## src/hw/rtl/jts_pkg.sv

```systemverilog
// Shared types and constants of the JSON token scanner.
`default_nettype none

package jts_pkg;

    localparam int DEFAULT_VALUE_WIDTH = 32;
    localparam int DEFAULT_QUEUE_DEPTH = 4;

    localparam logic [31:0] NUMBER_MAX_RESET      = 32'd65535;
    localparam logic [8:0]  STRING_CAPACITY_RESET = 9'd16;

    localparam logic [7:0] CHAR_SPACE  = 8'h20;
    localparam logic [7:0] CHAR_BSLASH = 8'h5C;
    localparam logic [7:0] CHAR_QUOTE  = 8'h22;
    localparam logic [7:0] CHAR_ZERO   = 8'h30;
    localparam logic [7:0] CHAR_NINE   = 8'h39;

    // Configuration register indexes.
    localparam logic CFG_NUMBER_MAX      = 1'b0;
    localparam logic CFG_STRING_CAPACITY = 1'b1;

    typedef enum logic [3:0] {
        KIND_LBRACE   = 4'd0,
        KIND_RBRACE   = 4'd1,
        KIND_LBRACKET = 4'd2,
        KIND_RBRACKET = 4'd3,
        KIND_COMMA    = 4'd4,
        KIND_COLON    = 4'd5,
        KIND_NUMBER   = 4'd6,
        KIND_CHAR     = 4'd7,
        KIND_STR_END  = 4'd8,
        KIND_ERROR    = 4'd9,
        KIND_END      = 4'd10
    } jts_kind_t;

    typedef enum logic [2:0] {
        ERR_NONE       = 3'd0,
        ERR_UNEXPECTED = 3'd1,
        ERR_CONTROL    = 3'd2,
        ERR_ESCAPE     = 3'd3,
        ERR_OVERFLOW   = 3'd4,
        ERR_UNTERM     = 3'd5
    } jts_err_t;

    // Slot positions inside one group of results.
    localparam int SLOT_NUM_END  = 0;  // number closed by a delimiter
    localparam int SLOT_MAIN     = 1;  // token, character, string end or error
    localparam int SLOT_PENDING  = 2;  // number or unterminated error at end of data
    localparam int SLOT_END      = 3;  // end token
    localparam int NUM_SLOTS     = 4;

    // All results caused by one input byte.
    typedef struct packed {
        logic [NUM_SLOTS-1:0] slot_valid;
        logic [31:0]          num_val;
        jts_kind_t            main_kind;
        logic [7:0]           main_char;
        logic                 main_trunc;
        jts_err_t             main_err;
        logic                 pending_err;
    } jts_group_t;

endpackage

`default_nettype wire

```

## src/hw/rtl/jts_front.sv

```systemverilog
// Front end: configuration registers, scan state and classification of each byte.
`default_nettype none

module jts_front
    import jts_pkg::*;
#(
    parameter int VALUE_WIDTH = DEFAULT_VALUE_WIDTH
) (
    input  wire logic        clk,
    input  wire logic        rst_n,
    input  wire logic        cfg_write,
    input  wire logic        cfg_index,
    input  wire logic [31:0] cfg_data,
    input  wire logic        take,
    input  wire logic [7:0]  in_byte,
    input  wire logic        end_of_data,
    output jts_group_t       grp,
    output logic             grp_push
);

    localparam int ACC_W = (VALUE_WIDTH < 32) ? VALUE_WIDTH : 32;
    localparam int CMP_W = 36;
    localparam logic [31:0] VALUE_MASK =
        (ACC_W >= 32) ? 32'hFFFF_FFFF : 32'((64'd1 << ACC_W) - 64'd1);

    typedef enum logic [2:0] {
        MODE_IDLE   = 3'd0,
        MODE_NUMBER = 3'd1,
        MODE_STRING = 3'd2,
        MODE_ESCAPE = 3'd3,
        MODE_ERROR  = 3'd4
    } mode_t;

    logic [31:0]      number_max_reg;
    logic [8:0]       string_capacity_reg;
    mode_t            mode_reg, mode_next;
    logic [ACC_W-1:0] acc_reg, acc_next;
    logic [8:0]       used_reg, used_next;
    logic             drop_reg, drop_next;

    logic [31:0]      limit;
    logic             is_digit, is_space;
    logic [3:0]       digit;
    logic [ACC_W+3:0] acc_step;
    logic             step_ok, first_ok;

    // Result of scanning the byte as if idle.
    logic             idle_emit;
    jts_kind_t        idle_kind;
    jts_err_t         idle_err;
    mode_t            idle_mode;
    logic             idle_open;

    logic             put_req;
    logic [7:0]       put_ch;
    logic [7:0]       esc_ch;
    logic             esc_ok;

    assign limit    = (number_max_reg > VALUE_MASK) ? VALUE_MASK : number_max_reg;
    assign is_digit = (in_byte >= CHAR_ZERO) && (in_byte <= CHAR_NINE);
    assign is_space = (in_byte == CHAR_SPACE) || ((in_byte >= 8'h09) && (in_byte <= 8'h0D));
    assign digit    = 4'(in_byte - CHAR_ZERO);
    // acc * 10 + digit; it fits the limit exactly when the checked add would.
    assign acc_step = {1'b0, acc_reg, 3'b000} + {3'b000, acc_reg, 1'b0}
                      + (ACC_W + 4)'(digit);
    assign step_ok  = CMP_W'(acc_step) <= {4'b0000, limit};
    assign first_ok = {28'd0, digit} <= limit;

    always_comb
    begin
        esc_ok = 1'b1;
        unique case (in_byte)
            CHAR_QUOTE:  esc_ch = CHAR_QUOTE;
            CHAR_BSLASH: esc_ch = CHAR_BSLASH;
            8'h2F:       esc_ch = 8'h2F;
            8'h62:       esc_ch = 8'h08;
            8'h66:       esc_ch = 8'h0C;
            8'h6E:       esc_ch = 8'h0A;
            8'h72:       esc_ch = 8'h0D;
            8'h74:       esc_ch = 8'h09;
            default:
            begin
                esc_ch = 8'h00;
                esc_ok = 1'b0;
            end
        endcase
    end

    always_comb
    begin
        idle_emit = 1'b0;
        idle_kind = KIND_ERROR;
        idle_err  = ERR_NONE;
        idle_mode = MODE_IDLE;
        idle_open = 1'b0;
        priority if (in_byte == 8'h7B)
        begin
            idle_emit = 1'b1;
            idle_kind = KIND_LBRACE;
        end
        else if (in_byte == 8'h7D)
        begin
            idle_emit = 1'b1;
            idle_kind = KIND_RBRACE;
        end
        else if (in_byte == 8'h5B)
        begin
            idle_emit = 1'b1;
            idle_kind = KIND_LBRACKET;
        end
        else if (in_byte == 8'h5D)
        begin
            idle_emit = 1'b1;
            idle_kind = KIND_RBRACKET;
        end
        else if (in_byte == 8'h2C)
        begin
            idle_emit = 1'b1;
            idle_kind = KIND_COMMA;
        end
        else if (in_byte == 8'h3A)
        begin
            idle_emit = 1'b1;
            idle_kind = KIND_COLON;
        end
        else if (in_byte == CHAR_QUOTE)
        begin
            if (string_capacity_reg == 9'd0)
            begin
                idle_emit = 1'b1;
                idle_err  = ERR_UNEXPECTED;
                idle_mode = MODE_ERROR;
            end
            else
            begin
                idle_mode = MODE_STRING;
                idle_open = 1'b1;
            end
        end
        else if (is_space)
        begin
            idle_mode = MODE_IDLE;
        end
        else if (is_digit)
        begin
            if (first_ok)
            begin
                idle_mode = MODE_NUMBER;
            end
            else
            begin
                idle_emit = 1'b1;
                idle_err  = ERR_OVERFLOW;
                idle_mode = MODE_ERROR;
            end
        end
        else
        begin
            idle_emit = 1'b1;
            idle_err  = ERR_UNEXPECTED;
            idle_mode = MODE_ERROR;
        end
    end

    always_comb
    begin
        mode_next  = mode_reg;
        acc_next   = acc_reg;
        used_next  = used_reg;
        drop_next  = drop_reg;
        put_req    = 1'b0;
        put_ch     = in_byte;
        grp        = '0;
        grp.main_kind = KIND_ERROR;
        grp.main_err  = ERR_NONE;

        unique case (mode_reg)
            MODE_IDLE, MODE_NUMBER:
            begin
                if ((mode_reg == MODE_NUMBER) && is_digit)
                begin
                    if (step_ok)
                    begin
                        acc_next = acc_step[ACC_W-1:0];
                    end
                    else
                    begin
                        grp.slot_valid[SLOT_MAIN] = 1'b1;
                        grp.main_kind             = KIND_ERROR;
                        grp.main_err              = ERR_OVERFLOW;
                        mode_next                 = MODE_ERROR;
                    end
                end
                else
                begin
                    // A delimiter closes the number, then is scanned on its own.
                    grp.slot_valid[SLOT_NUM_END] = (mode_reg == MODE_NUMBER);
                    grp.slot_valid[SLOT_MAIN]    = idle_emit;
                    grp.main_kind                = idle_kind;
                    grp.main_err                 = idle_err;
                    mode_next                    = idle_mode;
                    acc_next = (idle_mode == MODE_NUMBER) ? ACC_W'(digit) : '0;
                    if (idle_open)
                    begin
                        used_next = '0;
                        drop_next = 1'b0;
                    end
                end
            end
            MODE_STRING:
            begin
                priority if (in_byte == CHAR_QUOTE)
                begin
                    grp.slot_valid[SLOT_MAIN] = 1'b1;
                    grp.main_kind             = KIND_STR_END;
                    grp.main_trunc            = drop_reg;
                    mode_next                 = MODE_IDLE;
                    used_next                 = '0;
                    drop_next                 = 1'b0;
                end
                else if (in_byte < CHAR_SPACE)
                begin
                    grp.slot_valid[SLOT_MAIN] = 1'b1;
                    grp.main_kind             = KIND_ERROR;
                    grp.main_err              = ERR_CONTROL;
                    mode_next                 = MODE_ERROR;
                end
                else if (in_byte == CHAR_BSLASH)
                begin
                    mode_next = MODE_ESCAPE;
                end
                else
                begin
                    put_req = 1'b1;
                end
            end
            MODE_ESCAPE:
            begin
                if (esc_ok)
                begin
                    put_req = 1'b1;
                    put_ch  = esc_ch;
                end
                else
                begin
                    grp.slot_valid[SLOT_MAIN] = 1'b1;
                    grp.main_kind             = KIND_ERROR;
                    grp.main_err              = ERR_ESCAPE;
                    mode_next                 = MODE_ERROR;
                end
            end
            default:
            begin
                mode_next = MODE_ERROR;
            end
        endcase

        if (put_req)
        begin
            mode_next = MODE_STRING;
            if (({1'b0, used_reg} + 10'd1) < {1'b0, string_capacity_reg})
            begin
                used_next                 = used_reg + 9'd1;
                grp.slot_valid[SLOT_MAIN] = 1'b1;
                grp.main_kind             = KIND_CHAR;
                grp.main_char             = put_ch;
            end
            else
            begin
                drop_next = 1'b1;
            end
        end

        grp.num_val = grp.slot_valid[SLOT_NUM_END] ? 32'(acc_reg) : 32'(acc_next);

        if (end_of_data)
        begin
            if (mode_next == MODE_NUMBER)
            begin
                grp.slot_valid[SLOT_PENDING] = 1'b1;
            end
            else if ((mode_next == MODE_STRING) || (mode_next == MODE_ESCAPE))
            begin
                grp.slot_valid[SLOT_PENDING] = 1'b1;
                grp.pending_err              = 1'b1;
            end
            grp.slot_valid[SLOT_END] = 1'b1;
            mode_next = MODE_IDLE;
            acc_next  = '0;
            used_next = '0;
            drop_next = 1'b0;
        end
    end

    assign grp_push = take && (grp.slot_valid != '0);

    always_ff @(posedge clk or negedge rst_n)
    begin
        if (!rst_n)
        begin
            number_max_reg      <= NUMBER_MAX_RESET;
            string_capacity_reg <= STRING_CAPACITY_RESET;
            mode_reg            <= MODE_IDLE;
            acc_reg             <= '0;
            used_reg            <= '0;
            drop_reg            <= 1'b0;
        end
        else
        begin
            if (cfg_write)
            begin
                if (cfg_index == CFG_NUMBER_MAX)
                begin
                    number_max_reg <= cfg_data;
                end
                else
                begin
                    string_capacity_reg <= cfg_data[8:0];
                end
            end
            if (take)
            begin
                mode_reg <= mode_next;
                acc_reg  <= acc_next;
                used_reg <= used_next;
                drop_reg <= drop_next;
            end
        end
    end

endmodule

`default_nettype wire

```

## src/hw/rtl/jts_queue.sv

```systemverilog
// Short queue of result groups between the front end and the back end.
`default_nettype none

module jts_queue
    import jts_pkg::*;
#(
    parameter int QUEUE_DEPTH = DEFAULT_QUEUE_DEPTH
) (
    input  wire logic       clk,
    input  wire logic       rst_n,
    input  wire logic       wr_en,
    input  wire jts_group_t wr_data,
    output logic            full,
    input  wire logic       rd_en,
    output jts_group_t      rd_data,
    output logic            empty
);

    localparam int PTR_W = (QUEUE_DEPTH > 1) ? $clog2(QUEUE_DEPTH) : 1;
    localparam int CNT_W = $clog2(QUEUE_DEPTH + 1);
    localparam logic [PTR_W-1:0] LAST_PTR = PTR_W'(QUEUE_DEPTH - 1);

    jts_group_t       mem [QUEUE_DEPTH];
    logic [PTR_W-1:0] wr_ptr_reg, rd_ptr_reg;
    logic [CNT_W-1:0] count_reg;

    assign full    = (count_reg == CNT_W'(QUEUE_DEPTH));
    assign empty   = (count_reg == '0);
    assign rd_data = mem[rd_ptr_reg];

    always_ff @(posedge clk)
    begin
        if (wr_en)
        begin
            mem[wr_ptr_reg] <= wr_data;
        end
    end

    always_ff @(posedge clk or negedge rst_n)
    begin
        if (!rst_n)
        begin
            wr_ptr_reg <= '0;
            rd_ptr_reg <= '0;
            count_reg  <= '0;
        end
        else
        begin
            if (wr_en)
            begin
                wr_ptr_reg <= (wr_ptr_reg == LAST_PTR) ? '0 : wr_ptr_reg + PTR_W'(1);
            end
            if (rd_en)
            begin
                rd_ptr_reg <= (rd_ptr_reg == LAST_PTR) ? '0 : rd_ptr_reg + PTR_W'(1);
            end
            if (wr_en && !rd_en)
            begin
                count_reg <= count_reg + CNT_W'(1);
            end
            else if (rd_en && !wr_en)
            begin
                count_reg <= count_reg - CNT_W'(1);
            end
        end
    end

endmodule

`default_nettype wire

```

## src/hw/rtl/jts_back.sv

```systemverilog
// Back end: hands out the results of the oldest group one word per pop.
`default_nettype none

module jts_back
    import jts_pkg::*;
(
    input  wire logic        clk,
    input  wire logic        rst_n,
    input  wire jts_group_t  head,
    input  wire logic        q_empty,
    output logic             q_pop,
    output logic             empty,
    input  wire logic        pop,
    output logic [3:0]       token_kind,
    output logic [31:0]      token_value,
    output logic             truncated,
    output logic [2:0]       error_code,
    output logic             last_of_run
);

    logic [NUM_SLOTS-1:0] done_reg;
    logic [NUM_SLOTS-1:0] remain;
    logic [NUM_SLOTS-1:0] cur;
    logic                 take;

    assign remain      = head.slot_valid & ~done_reg;
    assign cur         = remain & (~remain + NUM_SLOTS'(1));
    assign last_of_run = ((remain & ~cur) == '0);
    assign empty       = q_empty;
    assign take        = pop && !q_empty;
    assign q_pop       = take && last_of_run;

    always_comb
    begin
        token_kind  = KIND_END;
        token_value = '0;
        truncated   = 1'b0;
        error_code  = ERR_NONE;
        priority if (cur[SLOT_NUM_END])
        begin
            token_kind  = KIND_NUMBER;
            token_value = head.num_val;
        end
        else if (cur[SLOT_MAIN])
        begin
            token_kind  = head.main_kind;
            token_value = (head.main_kind == KIND_CHAR) ? 32'(head.main_char) : '0;
            truncated   = head.main_trunc;
            error_code  = head.main_err;
        end
        else if (cur[SLOT_PENDING])
        begin
            if (head.pending_err)
            begin
                token_kind = KIND_ERROR;
                error_code = ERR_UNTERM;
            end
            else
            begin
                token_kind  = KIND_NUMBER;
                token_value = head.num_val;
            end
        end
        else
        begin
            token_kind = KIND_END;
        end
    end

    always_ff @(posedge clk or negedge rst_n)
    begin
        if (!rst_n)
        begin
            done_reg <= '0;
        end
        else if (take)
        begin
            done_reg <= last_of_run ? '0 : (done_reg | cur);
        end
    end

endmodule

`default_nettype wire

```

## src/hw/rtl/json_token_scanner.sv

```systemverilog
// Top level of the JSON token scanner.
//
// Text bytes enter through a queue-style port: a byte is taken at a clock
// edge with push high and full low; end_of_data marks the last byte of a text.
// Tokens leave through a second queue-style port: while empty is low the
// oldest word is on token_kind, token_value, truncated, error_code and
// last_of_run, and pop high at a clock edge removes it.
// Registers are written through cfg_valid, cfg_index and cfg_data; cfg_ready
// is always high. Index 0 is the number maximum, index 1 the string capacity.
// The front end classifies one byte per cycle and stores all its words (up
// to three) as one group in a four-entry queue; the first word of a byte is
// visible once its group reaches the head of the queue. The back end delivers
// one word per pop, so the rate is one byte per cycle while each byte yields
// at most one word; a byte with several words needs a pop for each word.
// A stalled receiver fills the queue, then full rises and holds off input.
// Reset clears the scan state and the queue and loads the default register
// values (maximum 65535, capacity 16); no clearing pass is needed.
`default_nettype none

module json_token_scanner
    import jts_pkg::*;
#(
    parameter int VALUE_WIDTH = DEFAULT_VALUE_WIDTH,
    parameter int QUEUE_DEPTH = DEFAULT_QUEUE_DEPTH
) (
    input  wire logic        clk,
    input  wire logic        rst_n,
    input  wire logic        cfg_valid,
    output logic             cfg_ready,
    input  wire logic        cfg_index,
    input  wire logic [31:0] cfg_data,
    input  wire logic        push,
    output logic             full,
    input  wire logic [7:0]  in_byte,
    input  wire logic        end_of_data,
    output logic             empty,
    input  wire logic        pop,
    output logic [3:0]       token_kind,
    output logic [31:0]      token_value,
    output logic             truncated,
    output logic [2:0]       error_code,
    output logic             last_of_run
);

    jts_group_t grp;
    jts_group_t head;
    logic       grp_push;
    logic       take;
    logic       q_empty;
    logic       q_pop;

    assign cfg_ready = 1'b1;
    assign take      = push && !full;

    jts_front #(
        .VALUE_WIDTH (VALUE_WIDTH)
    ) u_front (
        .clk         (clk),
        .rst_n       (rst_n),
        .cfg_write   (cfg_valid && cfg_ready),
        .cfg_index   (cfg_index),
        .cfg_data    (cfg_data),
        .take        (take),
        .in_byte     (in_byte),
        .end_of_data (end_of_data),
        .grp         (grp),
        .grp_push    (grp_push)
    );

    jts_queue #(
        .QUEUE_DEPTH (QUEUE_DEPTH)
    ) u_queue (
        .clk     (clk),
        .rst_n   (rst_n),
        .wr_en   (grp_push),
        .wr_data (grp),
        .full    (full),
        .rd_en   (q_pop),
        .rd_data (head),
        .empty   (q_empty)
    );

    jts_back u_back (
        .clk         (clk),
        .rst_n       (rst_n),
        .head        (head),
        .q_empty     (q_empty),
        .q_pop       (q_pop),
        .empty       (empty),
        .pop         (pop),
        .token_kind  (token_kind),
        .token_value (token_value),
        .truncated   (truncated),
        .error_code  (error_code),
        .last_of_run (last_of_run)
    );

endmodule

`default_nettype wire

```

## config.mk

```make
export PLATFORM = sky130hd
export DESIGN_NAME = json_token_scanner
export DESIGN_NICKNAME = d
export VERILOG_FILES = /design/src/hw/rtl/jts_pkg.sv /design/src/hw/rtl/jts_front.sv /design/src/hw/rtl/jts_queue.sv /design/src/hw/rtl/jts_back.sv /design/src/hw/rtl/json_token_scanner.sv
export SDC_FILE = /design/constraint.sdc
export NUM_CORES = 1
export LEC_CHECK = 0
export BUFFER_PORTS_ARGS = -buffer_cell sky130_fd_sc_hd__buf_2
export CAP_MARGIN = 0
export CELL_PAD_IN_SITES_DETAIL_PLACEMENT = 0
export CELL_PAD_IN_SITES_GLOBAL_PLACEMENT = 1
export CORE_UTILIZATION = 47
export CTS_BUF_LIST = sky130_fd_sc_hd__clkbuf_8
export CTS_CLUSTER_DIAMETER = 60
export DETAILED_ROUTE_END_ITERATION = 7
export GPL_TIMING_DRIVEN = 1
export PLACE_DENSITY_LB_ADDON = 0.1
export SYNTH_ARGS = -nofsm -noshare
export SYNTH_HDL_FRONTEND = slang
export SYNTH_SLANG_ARGS = --single-unit
```

## constraint.sdc

```tcl
create_clock -name clk -period 5.9 [get_ports clk]
set_clock_uncertainty 0.05 [all_clocks]
set_input_delay 0 -clock clk [delete_from_list [all_inputs] [get_ports clk]]
set_output_delay 0 -clock clk [all_outputs]
set_load 0.01 [all_outputs]
```

==> impl_results.md <==
* Syn avg cell area at 12.1 µm²
* WL final at 40800 µm
* Latest clock arrival within the worst-skew pair at 0.59 ns
* Final #Nets at 1769
* Post-synth EDFFs at 212
* Port Buffers at 89
* Synth cell types at 78
* Synth top area cells: edfxtp_1, dfrtp_1, ha_1
* # Max-Cap Violations at 0
* Most frequent cells in the layout: edfxtp_1, ha_1, nand2_1
* Placed cells at 1898
* Clk buf depth at 3
* Crit path max-delay family: compound AO/OA/AOI/OAI gates
* Min Tclk post-route at 5.66 ns
* TritonRoute pass-1 iters at 5
* CP max-delay cell: fa_1
* Hpwl dp at 28400 µm
* First-pass GRT wire length at 64200 µm
* Die H at 190 µm
* Vias at 11800
* Rel. slew slack at 24.8%
* Cell Area, Synth at 0.0167 mm²
* Syn Inst Count at 1374
* Area grow syn2layout at 20.4%
* Status: completed
* Vias per cell at 5.62
* Setup Total Neg Slack at 0 ns
* Total Routing Usage GR at 23.0%
* Reg-to-reg startpoint: u_front.acc_reg[0]
* Final Cell Area at 0.0201 mm²
* Bufs and invs on worst path at 2
* Crit-path max cell delay at 0.55 ns
* Sequential share of the synthesized area at 52.8%
* Crit. End Element: register
* Share of layout cells above drive strength 1 at 21.1%
* Vias in the first global route at 11600
* DRC Markers at 0
* Maximum vdd drop at 0.263 mV
* Starting DRC count in detailed routing at 596
* Syn Nets at 1537
* Final hold viol count at 0
* Sw frac at 32.2%
* CP startpoint: u_front.acc_reg[0]
* TritonCTS clock tree: yes
* Critical path class: reg2reg
* Clock slew at reported path FFs at 0.06 ns
* WP data required at 6.32 ns
* H-tree Lvls at 2
* Top FF cell, synth: edfxtp_1
* Final-report max-slew violation count at 0
* Initial core utilization at 48.1%
* Max reg flops at 212
* CTS buffer count at 50
* Dominant cell type by area after synthesis: edfxtp_1
* # setup viols final at 0
* Num rows at 68
* Final core utilization at 57.9%
* Die W at 190 µm
* Clk sinks at 309
* Worst setup SP type: register
* # fillers at 2951
* Worst Tran Pin Value at 1.13 ns
* Commonest non-fill, non-tap cell in the layout: edfxtp_1
* Comb power frac at 32.0%
* Yosys top cell area share at 38.1%
* Synth warnings at 0
* Pin count of the biggest net entering global routing at 64
* Pleak at 8.40 nW
* Antenna Cells at 0
* Reg power frac at 42.9%
* Initial antenna violation count at 0
* P_sw at 2.23 mW
* Hold Path Origin: in_byte[2]
* Power Internal at 4.69 mW
* Clock Power Share at 25.1%
* Placer Congestion at 0.874
* Area after DPL at 0.0179 mm²
* Hold crit path type: in2reg
* CP max FO at 3
* PD cells at 345 mW/mm²
* WL/cell at 19.4 µm
* Max Clk Rate at 177 MHz
* Core area at 0.0347 mm²
* IO Pins at 91
* Final period util at 95.9%
* Arrival time worst endpoint at 6.07 ns
* Asr flop ratio synth at 31.4%
* Crit path cell chain: fa_1 -> ha_1 -> a211oi_2 -> o21ai_2 -> nand4_1 -> a311oi_2 -> o21bai_2 -> a31oi_4 -> o21ai_2 -> xnor2_2 -> ha_1 -> a21oi_1 -> o21ai_1 -> a211o_1 -> nand3b_1 -> o211ai_1 -> buf_4 -> and3_1 -> nand3_1 -> a21o_1 -> ha_2 -> inv_1 -> fa_1 -> mux2_2
* Grt ovf at 0
* Post-synthesis register bit count at 309
* Non-Filler Instances at 2102
* Die ar. at 0.0363 mm²
* CTS Root Cell: clkbuf_8
* Routed Antenna Nets at 0
cell usage after synthesis (all sizes together) (3+ instances only):
cell and number:
edfxtp 212, ha 113, nand2 110, o21ai 93, dfrtp 80, inv 80, nor2 75, a21oi 64
a22o 64, mux4 53, clkbuf 38, nor2b 36, buf 33, nand3 25, nand4 25, xnor2 19
xor2 19, dfstp 17, mux2 16, nor3 15, a21o 13, o22ai 13, a211oi 12, and3 12
nor4 12, nand2b 11, o21a 11, and2 10, a31oi 9, o211ai 7, o31ai 6, or3 6
a22oi 4, mux2i 4, a21boi 3, a221o 3, a2bb2oi 3, a311oi 3, and4 3, fa 3
nand3b 3, o21bai 3
metal layers:
metal	up-vias	wire, µm	global-route usage, %
met1	5821	20300	34.8
met5	-	0	0
met3	53	1800	3.04
met4	0	648	5.72
met2	266	18100	34.9
li1	5679	-	-
final timing paths:
check	end	slack [ns]	cells past startpoint
setup / recovery	u_queue.count_reg[1]	0.24	24
hold / removal	u_front.acc_reg[2]	0.1	5
setup reg to reg	u_queue.count_reg[1]	0.24	24
hold reg to reg	u_back.done_reg[1]	0.44	1
max in group asynchronous	u_front.acc_reg[31]	4.46	4
min in group asynchronous	u_front.number_max_reg[1]	0.48	3
through the flow:
stage | total power [mW] | hold WS [ns] | setup WS, ns
after floorplan | 4.42 | -0.346 | 0.267
after global placement | 5.16 | -0.0324 | 0.148
after detailed placement | 5.19 | -0.0301 | -0.0279
after CTS | 7.02 | 0.0788 | 0.0168
after global routing | 7.32 | 0.114 | -0.0510
final | 6.92 | 0.0968 | 0.243
area by class of cell:
cell class	instances	area (µm²)	share of cell area, %
tap	455	569	2.83
multi-input combinational	914	7400	36.8
sequential	309	8820	43.9
timing repair buffer	251	2050	10.2
inverter	80	300	1.49
clock inverter	39	206	1.03
clock buffer	54	743	3.70
logic make-up after synthesis:
logic type               count (synthesis)  share of synthesized area (%)
XOR/XNOR                                38                           1.99
flip-flops                             309                           52.8
other                                    1                         0.0225
multiplexers                            73                           8.47
adder cells (fa/ha/maj)                117                           8.89
AND/OR/NAND/NOR                        354                           10.5
AO/OA/AOI/OAI                          331                           13.4
buffers and inverters                  151                           3.86
worst min-delay path: cells and delay by family:
| family | cells | cell delay [ns] |
|---|---|---|
| and+or+nand+nor | 1 | 0.09 |
| AOI/OAI and AO/OA | 2 | 0.26 |
| buffers and inverters | 2 | 0.35 |
power groups by stage:
stage          clock [mW]  combinational, mW  sequential [mW]
6_report             1.74               2.22             2.97
5_1_grt              1.88               2.43             3.01
4_1_cts              1.79               2.25             2.97
3_5_place_dp            0               2.18             3.02
2_1_floorplan           0               1.51             2.92
3_3_place_gp            0               2.16             2.99
repair_timing:
| item | CTS | global route |
|---|---|---|
| resized for setup | 1 | 29 |
| pin swaps | 0 | 21 |
| hold buffers | 105 | 0 |
| hold endpoints to repair | 131 | 0 |
| setup endpoints to repair | 1 | 359 |
| buffers inserted | 0 | 6 |
| cloned | 0 | 0 |
No activity file was read; power rests on OpenSTA's default activity.
